### src/sv/u16u8_pkg.sv
`timescale 1ns / 1ps
`default_nettype none

package u16u8_pkg;

    // Default configuration and sizing.
    localparam int unsigned MAX_UNITS_DEFAULT   = 32;
    localparam int unsigned QUEUE_DEPTH_DEFAULT = 4;
    localparam logic [7:0]  CAPACITY_RESET      = 8'd64;

    // UTF-16 surrogate ranges.
    localparam logic [15:0] HIGH_FIRST = 16'hD800;
    localparam logic [15:0] HIGH_LAST  = 16'hDBFF;
    localparam logic [15:0] LOW_FIRST  = 16'hDC00;
    localparam logic [15:0] LOW_LAST   = 16'hDFFF;

    // Code points and UTF-8 length boundaries.
    localparam logic [20:0] REPLACEMENT = 21'h00FFFD;
    localparam logic [20:0] PLANE1_BASE = 21'h010000;
    localparam logic [20:0] LIMIT_1BYTE = 21'h000080;
    localparam logic [20:0] LIMIT_2BYTE = 21'h000800;

    // UTF-8 lead and continuation markers.
    localparam logic [7:0] LEAD_2     = 8'hC0;
    localparam logic [7:0] LEAD_3     = 8'hE0;
    localparam logic [7:0] LEAD_4     = 8'hF0;
    localparam logic [7:0] CONT       = 8'h80;
    localparam logic [5:0] CONT_MASK  = 6'h3F;

    // One queued job: the bytes that one input item produces.
    typedef struct packed {
        logic [20:0] cp0;
        logic [2:0]  len0;
        logic        use0;
        logic [20:0] cp1;
        logic [2:0]  len1;
        logic        use1;
        logic        nul;
    } job_t;

    // Number of UTF-8 bytes needed for a code point.
    function automatic logic [2:0] cp_len(input logic [20:0] cp);
        logic [2:0] n;
        begin
            if (cp < LIMIT_1BYTE) begin
                n = 3'd1;
            end else if (cp < LIMIT_2BYTE) begin
                n = 3'd2;
            end else if (cp < PLANE1_BASE) begin
                n = 3'd3;
            end else begin
                n = 3'd4;
            end
            return n;
        end
    endfunction

    // Byte number idx of the UTF-8 encoding of cp, which is len bytes long.
    function automatic logic [7:0] enc_byte(input logic [20:0] cp,
                                            input logic [2:0]  len,
                                            input logic [1:0]  idx);
        logic [7:0] b;
        begin
            b = 8'h00;
            case (len)
                3'd1: begin
                    b = {1'b0, cp[6:0]};
                end
                3'd2: begin
                    if (idx == 2'd0) begin
                        b = LEAD_2 | {3'b000, cp[10:6]};
                    end else begin
                        b = CONT | {2'b00, cp[5:0] & CONT_MASK};
                    end
                end
                3'd3: begin
                    case (idx)
                        2'd0:    b = LEAD_3 | {4'b0000, cp[15:12]};
                        2'd1:    b = CONT | {2'b00, cp[11:6]};
                        default: b = CONT | {2'b00, cp[5:0]};
                    endcase
                end
                default: begin
                    case (idx)
                        2'd0:    b = LEAD_4 | {5'b00000, cp[20:18]};
                        2'd1:    b = CONT | {2'b00, cp[17:12]};
                        2'd2:    b = CONT | {2'b00, cp[11:6]};
                        default: b = CONT | {2'b00, cp[5:0]};
                    endcase
                end
            endcase
            return b;
        end
    endfunction

endpackage

`default_nettype wire

### src/sv/utf16le_to_utf8_transcoder.sv
`timescale 1ns / 1ps
`default_nettype none

// UTF-16LE to UTF-8 name transcoder. Each input transfer carries at most one
// UTF-16 code unit plus an end-of-name flag; the block answers with the UTF-8
// bytes that the unit completes, one byte per output transfer. A high
// surrogate is held until the next unit; a valid pair gives a 4-byte code
// point and any unpaired surrogate becomes U+FFFD. A character is written only
// if its bytes plus the closing NUL still fit in output_capacity (written on
// the cfg channel, reset value 64), and only the first MAX_UNITS units of a
// name are used. The end of a name flushes a held surrogate as U+FFFD and ends
// with a NUL byte that has m_final_byte set. The front end classifies each
// unit and makes all fit decisions in the cycle it is accepted, so it takes
// one transfer per cycle while the job queue (QUEUE_DEPTH entries) has room.
// The back end sends one byte per cycle while m_ready is high, from a
// registered output. An item yields one to three bytes for a typical unit,
// up to seven for a flushed surrogate at the end of a name, and none for a
// character that does not fit. Capacity should only be written while the
// block is idle; cfg_ready is always high.

module utf16le_to_utf8_transcoder #(
    parameter int unsigned MAX_UNITS   = u16u8_pkg::MAX_UNITS_DEFAULT,
    parameter int unsigned QUEUE_DEPTH = u16u8_pkg::QUEUE_DEPTH_DEFAULT
) (
    input  wire logic        aclk,
    input  wire logic        aresetn,

    // Configuration write channel: output_capacity.
    input  wire logic        cfg_valid,
    output logic             cfg_ready,
    input  wire logic [7:0]  cfg_data,

    // Input channel: one UTF-16 code unit per transfer.
    input  wire logic        s_valid,
    output logic             s_ready,
    input  wire logic [15:0] s_code_unit,
    input  wire logic        s_has_unit,
    input  wire logic        s_end_of_name,

    // Output channel: one UTF-8 byte per transfer.
    output logic             m_valid,
    input  wire logic        m_ready,
    output logic [7:0]       m_out_byte,
    output logic             m_final_byte
);

    logic [7:0]       capacity_reg, capacity_next;
    logic             q_push, q_ready, q_pop, q_head_valid;
    u16u8_pkg::job_t  q_push_job, q_head_job;

    // The capacity register accepts a write in every cycle.
    assign cfg_ready = 1'b1;

    always_comb begin
        capacity_next = capacity_reg;
        if (cfg_valid && cfg_ready) begin
            capacity_next = cfg_data;
        end
    end

    always_ff @(posedge aclk) begin
        if (!aresetn) begin
            capacity_reg <= u16u8_pkg::CAPACITY_RESET;
        end else begin
            capacity_reg <= capacity_next;
        end
    end

    // Front end: surrogate pairing, unit limit and fit checks.
    u16u8_front #(
        .MAX_UNITS (MAX_UNITS)
    ) u_front (
        .aclk          (aclk),
        .aresetn       (aresetn),
        .capacity      (capacity_reg),
        .s_valid       (s_valid),
        .s_ready       (s_ready),
        .s_code_unit   (s_code_unit),
        .s_has_unit    (s_has_unit),
        .s_end_of_name (s_end_of_name),
        .q_ready       (q_ready),
        .q_push        (q_push),
        .q_job         (q_push_job)
    );

    // Job queue that decouples the front end from the byte sender.
    u16u8_queue #(
        .DEPTH (QUEUE_DEPTH)
    ) u_queue (
        .aclk       (aclk),
        .aresetn    (aresetn),
        .push       (q_push),
        .push_job   (q_push_job),
        .push_ready (q_ready),
        .pop        (q_pop),
        .head_valid (q_head_valid),
        .head_job   (q_head_job)
    );

    // Back end: expands each job into UTF-8 bytes and the closing NUL.
    u16u8_back u_back (
        .aclk         (aclk),
        .aresetn      (aresetn),
        .head_valid   (q_head_valid),
        .head_job     (q_head_job),
        .pop          (q_pop),
        .m_valid      (m_valid),
        .m_ready      (m_ready),
        .m_out_byte   (m_out_byte),
        .m_final_byte (m_final_byte)
    );

endmodule

`default_nettype wire

### src/sv/u16u8_front.sv
`timescale 1ns / 1ps
`default_nettype none

module u16u8_front #(
    parameter int unsigned MAX_UNITS = u16u8_pkg::MAX_UNITS_DEFAULT
) (
    input  wire logic              aclk,
    input  wire logic              aresetn,
    input  wire logic [7:0]        capacity,
    input  wire logic              s_valid,
    output logic                   s_ready,
    input  wire logic [15:0]       s_code_unit,
    input  wire logic              s_has_unit,
    input  wire logic              s_end_of_name,
    input  wire logic              q_ready,
    output logic                   q_push,
    output u16u8_pkg::job_t        q_job
);

    localparam int unsigned UW = $clog2(MAX_UNITS + 1);
    localparam logic [UW-1:0] UNIT_LIMIT = UW'(MAX_UNITS);

    logic [9:0]    held_high_reg, held_high_next;
    logic          held_valid_reg, held_valid_next;
    logic [7:0]    bytes_written_reg, bytes_written_next;
    logic [UW-1:0] units_taken_reg, units_taken_next;

    logic          take, is_high, is_low, pair_done;
    logic          held_mid;
    logic [9:0]    held_high_mid;
    logic [20:0]   cp0, cp1;
    logic          want0, want1, fit0, fit1;
    logic [2:0]    len0, len1;
    logic [7:0]    bw_mid;
    logic          accept;

    assign s_ready = q_ready;
    assign accept  = s_valid && s_ready;

    always_comb begin
        take      = s_has_unit && (units_taken_reg < UNIT_LIMIT);
        is_high   = s_code_unit inside {[u16u8_pkg::HIGH_FIRST:u16u8_pkg::HIGH_LAST]};
        is_low    = s_code_unit inside {[u16u8_pkg::LOW_FIRST:u16u8_pkg::LOW_LAST]};
        pair_done = take && held_valid_reg && is_low;

        // First character: whatever the held high surrogate turns into.
        want0 = take && held_valid_reg;
        if (is_low) begin
            cp0 = u16u8_pkg::PLANE1_BASE + {1'b0, held_high_reg, s_code_unit[9:0]};
        end else begin
            cp0 = u16u8_pkg::REPLACEMENT;
        end

        // Surrogate state after the unit has been looked at.
        if (take) begin
            held_mid = !pair_done && is_high;
        end else begin
            held_mid = held_valid_reg;
        end
        held_high_mid = (take && !pair_done && is_high) ? s_code_unit[9:0] : held_high_reg;

        // Second character: the unit itself, or the flush at the end of the name.
        if (take && !pair_done && !is_high) begin
            want1 = 1'b1;
            cp1   = is_low ? u16u8_pkg::REPLACEMENT : {5'b00000, s_code_unit};
        end else begin
            want1 = s_end_of_name && held_mid;
            cp1   = u16u8_pkg::REPLACEMENT;
        end

        len0   = u16u8_pkg::cp_len(cp0);
        len1   = u16u8_pkg::cp_len(cp1);
        fit0   = want0 && (({1'b0, bytes_written_reg} + {6'b000000, len0}) < {1'b0, capacity});
        bw_mid = fit0 ? (bytes_written_reg + {5'b00000, len0}) : bytes_written_reg;
        fit1   = want1 && (({1'b0, bw_mid} + {6'b000000, len1}) < {1'b0, capacity});

        q_job.cp0  = cp0;
        q_job.len0 = len0;
        q_job.use0 = fit0;
        q_job.cp1  = cp1;
        q_job.len1 = len1;
        q_job.use1 = fit1;
        q_job.nul  = s_end_of_name;
        q_push     = accept && (fit0 || fit1 || s_end_of_name);

        held_high_next     = held_high_reg;
        held_valid_next    = held_valid_reg;
        bytes_written_next = bytes_written_reg;
        units_taken_next   = units_taken_reg;
        if (accept) begin
            if (s_end_of_name) begin
                held_high_next     = 10'd0;
                held_valid_next    = 1'b0;
                bytes_written_next = 8'd0;
                units_taken_next   = '0;
            end else begin
                held_high_next     = held_high_mid;
                held_valid_next    = held_mid;
                bytes_written_next = fit1 ? (bw_mid + {5'b00000, len1}) : bw_mid;
                if (take) begin
                    units_taken_next = units_taken_reg + 1'b1;
                end
            end
        end
    end

    always_ff @(posedge aclk) begin
        if (!aresetn) begin
            held_high_reg     <= 10'd0;
            held_valid_reg    <= 1'b0;
            bytes_written_reg <= 8'd0;
            units_taken_reg   <= '0;
        end else begin
            held_high_reg     <= held_high_next;
            held_valid_reg    <= held_valid_next;
            bytes_written_reg <= bytes_written_next;
            units_taken_reg   <= units_taken_next;
        end
    end

endmodule

`default_nettype wire

### src/sv/u16u8_queue.sv
`timescale 1ns / 1ps
`default_nettype none

module u16u8_queue #(
    parameter int unsigned DEPTH = u16u8_pkg::QUEUE_DEPTH_DEFAULT
) (
    input  wire logic             aclk,
    input  wire logic             aresetn,
    input  wire logic             push,
    input  wire u16u8_pkg::job_t  push_job,
    output logic                  push_ready,
    input  wire logic             pop,
    output logic                  head_valid,
    output u16u8_pkg::job_t       head_job
);

    localparam int unsigned PW = (DEPTH > 1) ? $clog2(DEPTH) : 1;
    localparam int unsigned CW = $clog2(DEPTH + 1);
    localparam logic [PW-1:0] LAST_SLOT = PW'(DEPTH - 1);
    localparam logic [CW-1:0] FULL_COUNT = CW'(DEPTH);

    u16u8_pkg::job_t slots_reg [DEPTH];
    logic [PW-1:0] wr_ptr_reg, wr_ptr_next;
    logic [PW-1:0] rd_ptr_reg, rd_ptr_next;
    logic [CW-1:0] count_reg, count_next;
    logic          do_push, do_pop;

    assign push_ready = (count_reg != FULL_COUNT);
    assign head_valid = (count_reg != '0);
    assign head_job   = slots_reg[rd_ptr_reg];

    always_comb begin
        do_push     = push && push_ready;
        do_pop      = pop && head_valid;
        wr_ptr_next = wr_ptr_reg;
        rd_ptr_next = rd_ptr_reg;
        count_next  = count_reg;
        if (do_push) begin
            wr_ptr_next = (wr_ptr_reg == LAST_SLOT) ? '0 : wr_ptr_reg + 1'b1;
        end
        if (do_pop) begin
            rd_ptr_next = (rd_ptr_reg == LAST_SLOT) ? '0 : rd_ptr_reg + 1'b1;
        end
        if (do_push && !do_pop) begin
            count_next = count_reg + 1'b1;
        end else if (do_pop && !do_push) begin
            count_next = count_reg - 1'b1;
        end
    end

    always_ff @(posedge aclk) begin
        if (do_push) begin
            slots_reg[wr_ptr_reg] <= push_job;
        end
    end

    always_ff @(posedge aclk) begin
        if (!aresetn) begin
            wr_ptr_reg <= '0;
            rd_ptr_reg <= '0;
            count_reg  <= '0;
        end else begin
            wr_ptr_reg <= wr_ptr_next;
            rd_ptr_reg <= rd_ptr_next;
            count_reg  <= count_next;
        end
    end

endmodule

`default_nettype wire

### src/sv/u16u8_back.sv
`timescale 1ns / 1ps
`default_nettype none

module u16u8_back (
    input  wire logic             aclk,
    input  wire logic             aresetn,
    input  wire logic             head_valid,
    input  wire u16u8_pkg::job_t  head_job,
    output logic                  pop,
    output logic                  m_valid,
    input  wire logic             m_ready,
    output logic [7:0]            m_out_byte,
    output logic                  m_final_byte
);

    localparam logic [1:0] PH_CHAR0 = 2'd0;
    localparam logic [1:0] PH_CHAR1 = 2'd1;
    localparam logic [1:0] PH_NUL   = 2'd2;

    logic [1:0] phase_reg, phase_next;
    logic [1:0] idx_reg, idx_next;
    logic       m_valid_reg, m_valid_next;
    logic [7:0] m_out_byte_reg, m_out_byte_next;
    logic       m_final_byte_reg, m_final_byte_next;

    logic [1:0]  cur;
    logic [20:0] cur_cp;
    logic [2:0]  cur_len;
    logic        last_in_char, more, slot_free, load;

    assign m_valid      = m_valid_reg;
    assign m_out_byte   = m_out_byte_reg;
    assign m_final_byte = m_final_byte_reg;

    always_comb begin
        // Skip the characters that did not fit.
        if (phase_reg == PH_CHAR0 && head_job.use0) begin
            cur = PH_CHAR0;
        end else if (phase_reg != PH_NUL && head_job.use1) begin
            cur = PH_CHAR1;
        end else begin
            cur = PH_NUL;
        end
        cur_cp  = (cur == PH_CHAR0) ? head_job.cp0 : head_job.cp1;
        cur_len = (cur == PH_CHAR0) ? head_job.len0 : head_job.len1;

        last_in_char = (cur == PH_NUL) || (({1'b0, idx_reg} + 3'd1) == cur_len);
        case (cur)
            PH_CHAR0: more = !last_in_char || head_job.use1 || head_job.nul;
            PH_CHAR1: more = !last_in_char || head_job.nul;
            default:  more = 1'b0;
        endcase

        slot_free = !m_valid_reg || m_ready;
        load      = slot_free && head_valid;
        pop       = load && !more;

        phase_next        = phase_reg;
        idx_next          = idx_reg;
        m_valid_next      = m_valid_reg;
        m_out_byte_next   = m_out_byte_reg;
        m_final_byte_next = m_final_byte_reg;
        if (slot_free) begin
            m_valid_next = head_valid;
        end
        if (load) begin
            if (cur == PH_NUL) begin
                m_out_byte_next   = 8'h00;
                m_final_byte_next = 1'b1;
            end else begin
                m_out_byte_next   = u16u8_pkg::enc_byte(cur_cp, cur_len, idx_reg);
                m_final_byte_next = 1'b0;
            end
            if (!more) begin
                phase_next = PH_CHAR0;
                idx_next   = 2'd0;
            end else if (last_in_char) begin
                phase_next = cur + 2'd1;
                idx_next   = 2'd0;
            end else begin
                phase_next = cur;
                idx_next   = idx_reg + 2'd1;
            end
        end
    end

    always_ff @(posedge aclk) begin
        if (!aresetn) begin
            phase_reg   <= PH_CHAR0;
            idx_reg     <= 2'd0;
            m_valid_reg <= 1'b0;
        end else begin
            phase_reg   <= phase_next;
            idx_reg     <= idx_next;
            m_valid_reg <= m_valid_next;
        end
    end

    always_ff @(posedge aclk) begin
        m_out_byte_reg   <= m_out_byte_next;
        m_final_byte_reg <= m_final_byte_next;
    end

endmodule

`default_nettype wire

### config.mk
export PLATFORM = sky130hd
export DESIGN_NAME = utf16le_to_utf8_transcoder
export DESIGN_NICKNAME = d
export VERILOG_FILES = /design/src/sv/u16u8_pkg.sv /design/src/sv/utf16le_to_utf8_transcoder.sv /design/src/sv/u16u8_front.sv /design/src/sv/u16u8_queue.sv /design/src/sv/u16u8_back.sv
export SDC_FILE = /design/constraint.sdc
export NUM_CORES = 1
export LEC_CHECK = 0
export BUFFER_PORTS_ARGS = -buffer_cell sky130_fd_sc_hd__buf_2
export CAP_MARGIN = 5
export CORE_MARGIN = 3
export CORE_UTILIZATION = 62
export CTS_BUF_LIST = sky130_fd_sc_hd__clkbuf_16
export CTS_CLUSTER_SIZE = 16
export DETAILED_ROUTE_END_ITERATION = 12
export PLACE_DENSITY = 0.89
export SLEW_MARGIN = 20
export SYNTH_ARGS = -nofsm -noshare
export SYNTH_HDL_FRONTEND = slang
export SYNTH_SLANG_ARGS = --single-unit
### constraint.sdc
create_clock -name aclk -period 33 [get_ports aclk]
set_input_delay 6.6 -clock aclk [delete_from_list [all_inputs] [get_ports aclk]]
set_output_delay 6.6 -clock aclk [all_outputs]
set_load 0.05 [all_outputs]
==> metrics list <==
- Sequential cell area fraction in the yosys report: 58.5%
- After synthesis, the netlist uses 74 different library cells.
- Final worst path period need: 17.13 ns
- The later pin in the worst-skew pair is clocked with a latency of 0.54 ns.
* Start of the worst register-to-register path: u_front.held_high_reg[6]$_SDFFE_PN0P_
* Slowest Stage Delay on Critical Path: 0.68 ns
- Kind of capture point of the worst setup path: flop
- Row count: 48
* Area enclosed by the die boundary: 19900 um2
* GRT Residual Overflow: 0
- Routed length per instance: 23.5 um
* Nets: 991
- In this run the power density over the cells is 73.6 nW/um2.
- DRT antenna net count: 0
* Final GP Congestion: 0.914
- Unrepaired setup endpoints after global routing: false
- Most used cells in the layout excluding fill and tap cells: sky130_fd_sc_hd__edfxtp_1 (189), sky130_fd_sc_hd__nand2_1 (63), sky130_fd_sc_hd__nor2_1 (63)
- Area overhead of the layout relative to synthesis: 10.3%
- Max-cap viol count: 0
* Setup Slack @ Placement: 15.59 ns
- Share of the clock period used by the worst path after layout: 51.9%
- The routed design has 27.4 mm of wire.
* Initial antenna violation count: 0
- Number of resized instances in the post-cts repair step: 0
- Clock tree synthesis found a total of 236 sinks.
- In the final timing run, aggregate negative setup slack is 0 ns.
* Worst-path clk slew: 0.06 ns
* Max clock buf depth: 3
- Category of the worst setup path launch point: primary input
* Status: complete, no violations
* Worst hold stages: 2
- Worst clock skew: 0.0238 ns
- Via count of the first global-routing pass: 7672
* Count of H-tree levels built during CTS: 1
- The first global-routing pass estimated 42.9 mm of wire.
- The die is 141 um tall.
- Die Wd: 141 um
* Port Buffers: 41
- Count of unresolved DRC violations after routing: 0
- Dividing the detail-routed via count by the number of cells gives 6.80.
- Final setup fails: 0
- Most common library cell in the layout ignoring fill and taps: sky130_fd_sc_hd__edfxtp_1
- Net count after synthesis: 955
* VDD IR max: 76.9 uV
- In this run, synthesis produced a sequential element count of 236.
- For the pin with the worst max-slew slack, the measured transition is 0.944 ns.
- The slowest stage of the critical path belongs to the cell sky130_fd_sc_hd__or4_1.
* Hold bufs inserted after CTS: 0
- Initial Utilization: 64.2%
- For the worst setup path, the data arrival time is 17.58 ns.
- The number of clock buffers added by TritonCTS is 24.
* Synth warnings: 0
- Max reg flops: 180
* Post-synth design cell area: 11300 um2
- Initial drt markers: 934
- Post-CTS setup-driven buffer insertion count: 0
* Slew headroom: 36.7%
* I/O pin count: 43
- Class of the most critical hold timing path: flop to flop
- The worst register-to-register path has a depth of 38.
- Synth async-reset ratio: 0%
- Entering global routing, the biggest net connects 50 pins.
- The core region is 17600 um2.
* Crit Path Class: primary input to flop
* Ant. Diodes: 0
- Layout cells sized above 1: 14.7%
- Gate count of the mapped netlist: 889
- Averaged over all synthesized cells, the footprint is 12.7 um2.
- Number of flops mapped to enable cells by yosys: 189
* Hold path startpoint: capacity_reg[3]$_SDFFE_PN0P_
- Summed over all cells, the static leakage comes to 4.39 nW.
- The tree is rooted in a sky130_fd_sc_hd__clkbuf_16.
- Along the worst path, the maximum fanout reaches 12.
* Prevailing post-synth register cell: sky130_fd_sc_hd__edfxtp_1
- In the post-route analysis, the smallest setup slack over all paths is 15.87 ns.
- Source of the critical timing path: s_code_unit[13]
* Estimated wirelength of the detail-placed design: 17.8 mm
* Maximum operating frequency: 0.0584 GHz
- All-Layer GR Usage: 27.7%
- Number of failing hold endpoints at the final stage: 0
- For the worst setup path, the data required time is 33.45 ns.
- The routed layout has 7934 vias.
- The count of pins over their slew limit was 0.
- Iteration count of the initial detailed-routing pass: 6
- TritonCTS built the clock tree.
[critical path, delay by kind of cell]
kind,cells,cell delay (ns)
xor gates and xnor gates,2,0.36
buffers and inverters,4,0.55
and+or+nand+nor,12,3.04
AOI/OAI and AO/OA,14,4.20
adders and majority gates,7,2.21
muxes,1,0.57
[cells by family after synthesis]
family,count (synthesis),share of synthesized area (%)
simple gates,270,12.1
flops,236,58.5
compound gates,174,10.6
mux,79,10.3
buf+inv,71,2.56
fa+ha+maj,35,4.07
xor+xnor,23,1.85
other cells,1,0.0332
[area by class of cell]
type | instances | area (um2)
clock buffer | 24 | 601
multi-input combinational | 582 | 4410
inverter | 32 | 120
fill | 1128 | 5130
sequential | 236 | 6620
tap | 225 | 282
timing repair buffer | 49 | 265
clock inverter | 18 | 176
[synth_stat cells, types with 22 or more instances]
master                     instances  area (um2)
sky130_fd_sc_hd__nand2_1          63         236
sky130_fd_sc_hd__edfxtp_1        189        5680
sky130_fd_sc_hd__a21oi_1          35         175
sky130_fd_sc_hd__nor3_1           24         120
sky130_fd_sc_hd__mux2i_1          44         440
sky130_fd_sc_hd__ha_1             32         400
sky130_fd_sc_hd__inv_1            30         113
sky130_fd_sc_hd__or3_1            32         200
sky130_fd_sc_hd__mux4_2           28         631
sky130_fd_sc_hd__clkbuf_1         22        82.6
sky130_fd_sc_hd__nor2_1           64         240
sky130_fd_sc_hd__dfxtp_1          47         941
sky130_fd_sc_hd__o21ai_0          23         115
[stage by stage]
step                      instance area [um2]  util (%)  hold slack, ns  power, mW  cells
final                                   12500      70.9           0.492      0.918   1166
after global routing                    12500      70.9           0.523      0.957   1166
after CTS                               12500      70.8           0.497      0.918   1166
after detailed placement                11700      66.4           0.482      0.650   1124
after global placement                  11700      66.4           0.474      0.640   1124
after floorplan                         11300         -           0.451      0.580    889
[per-layer routing]
layer	track usage [%]	vias to the layer above	share of wire, %
met2	45.0	545	48
met4	9.48	0	3.4
met5	0	-	0
met1	37.9	3825	38
met3	5.33	83	10
li1	-	3481	-
[power breakdown]
group / switching, mW / leakage (nW) / internal (mW)
combinational: 0.185 / 1.96 / 0.107
sequential: 0.00969 / 2.03 / 0.349
clock: 0.111 / 0.401 / 0.156
[worst paths after layout]
check / to / slack (ns)
setup / recovery: u_queue.count_reg[2]$_SDFFE_PN0P_ / 15.87
hold reg to reg: capacity_reg[3]$_SDFFE_PN0P_ / 0.49
hold / removal: capacity_reg[3]$_SDFFE_PN0P_ / 0.49
setup reg to reg: u_queue.count_reg[2]$_SDFFE_PN0P_ / 22.24
Note: power is estimated with default switching activity, not from simulation.
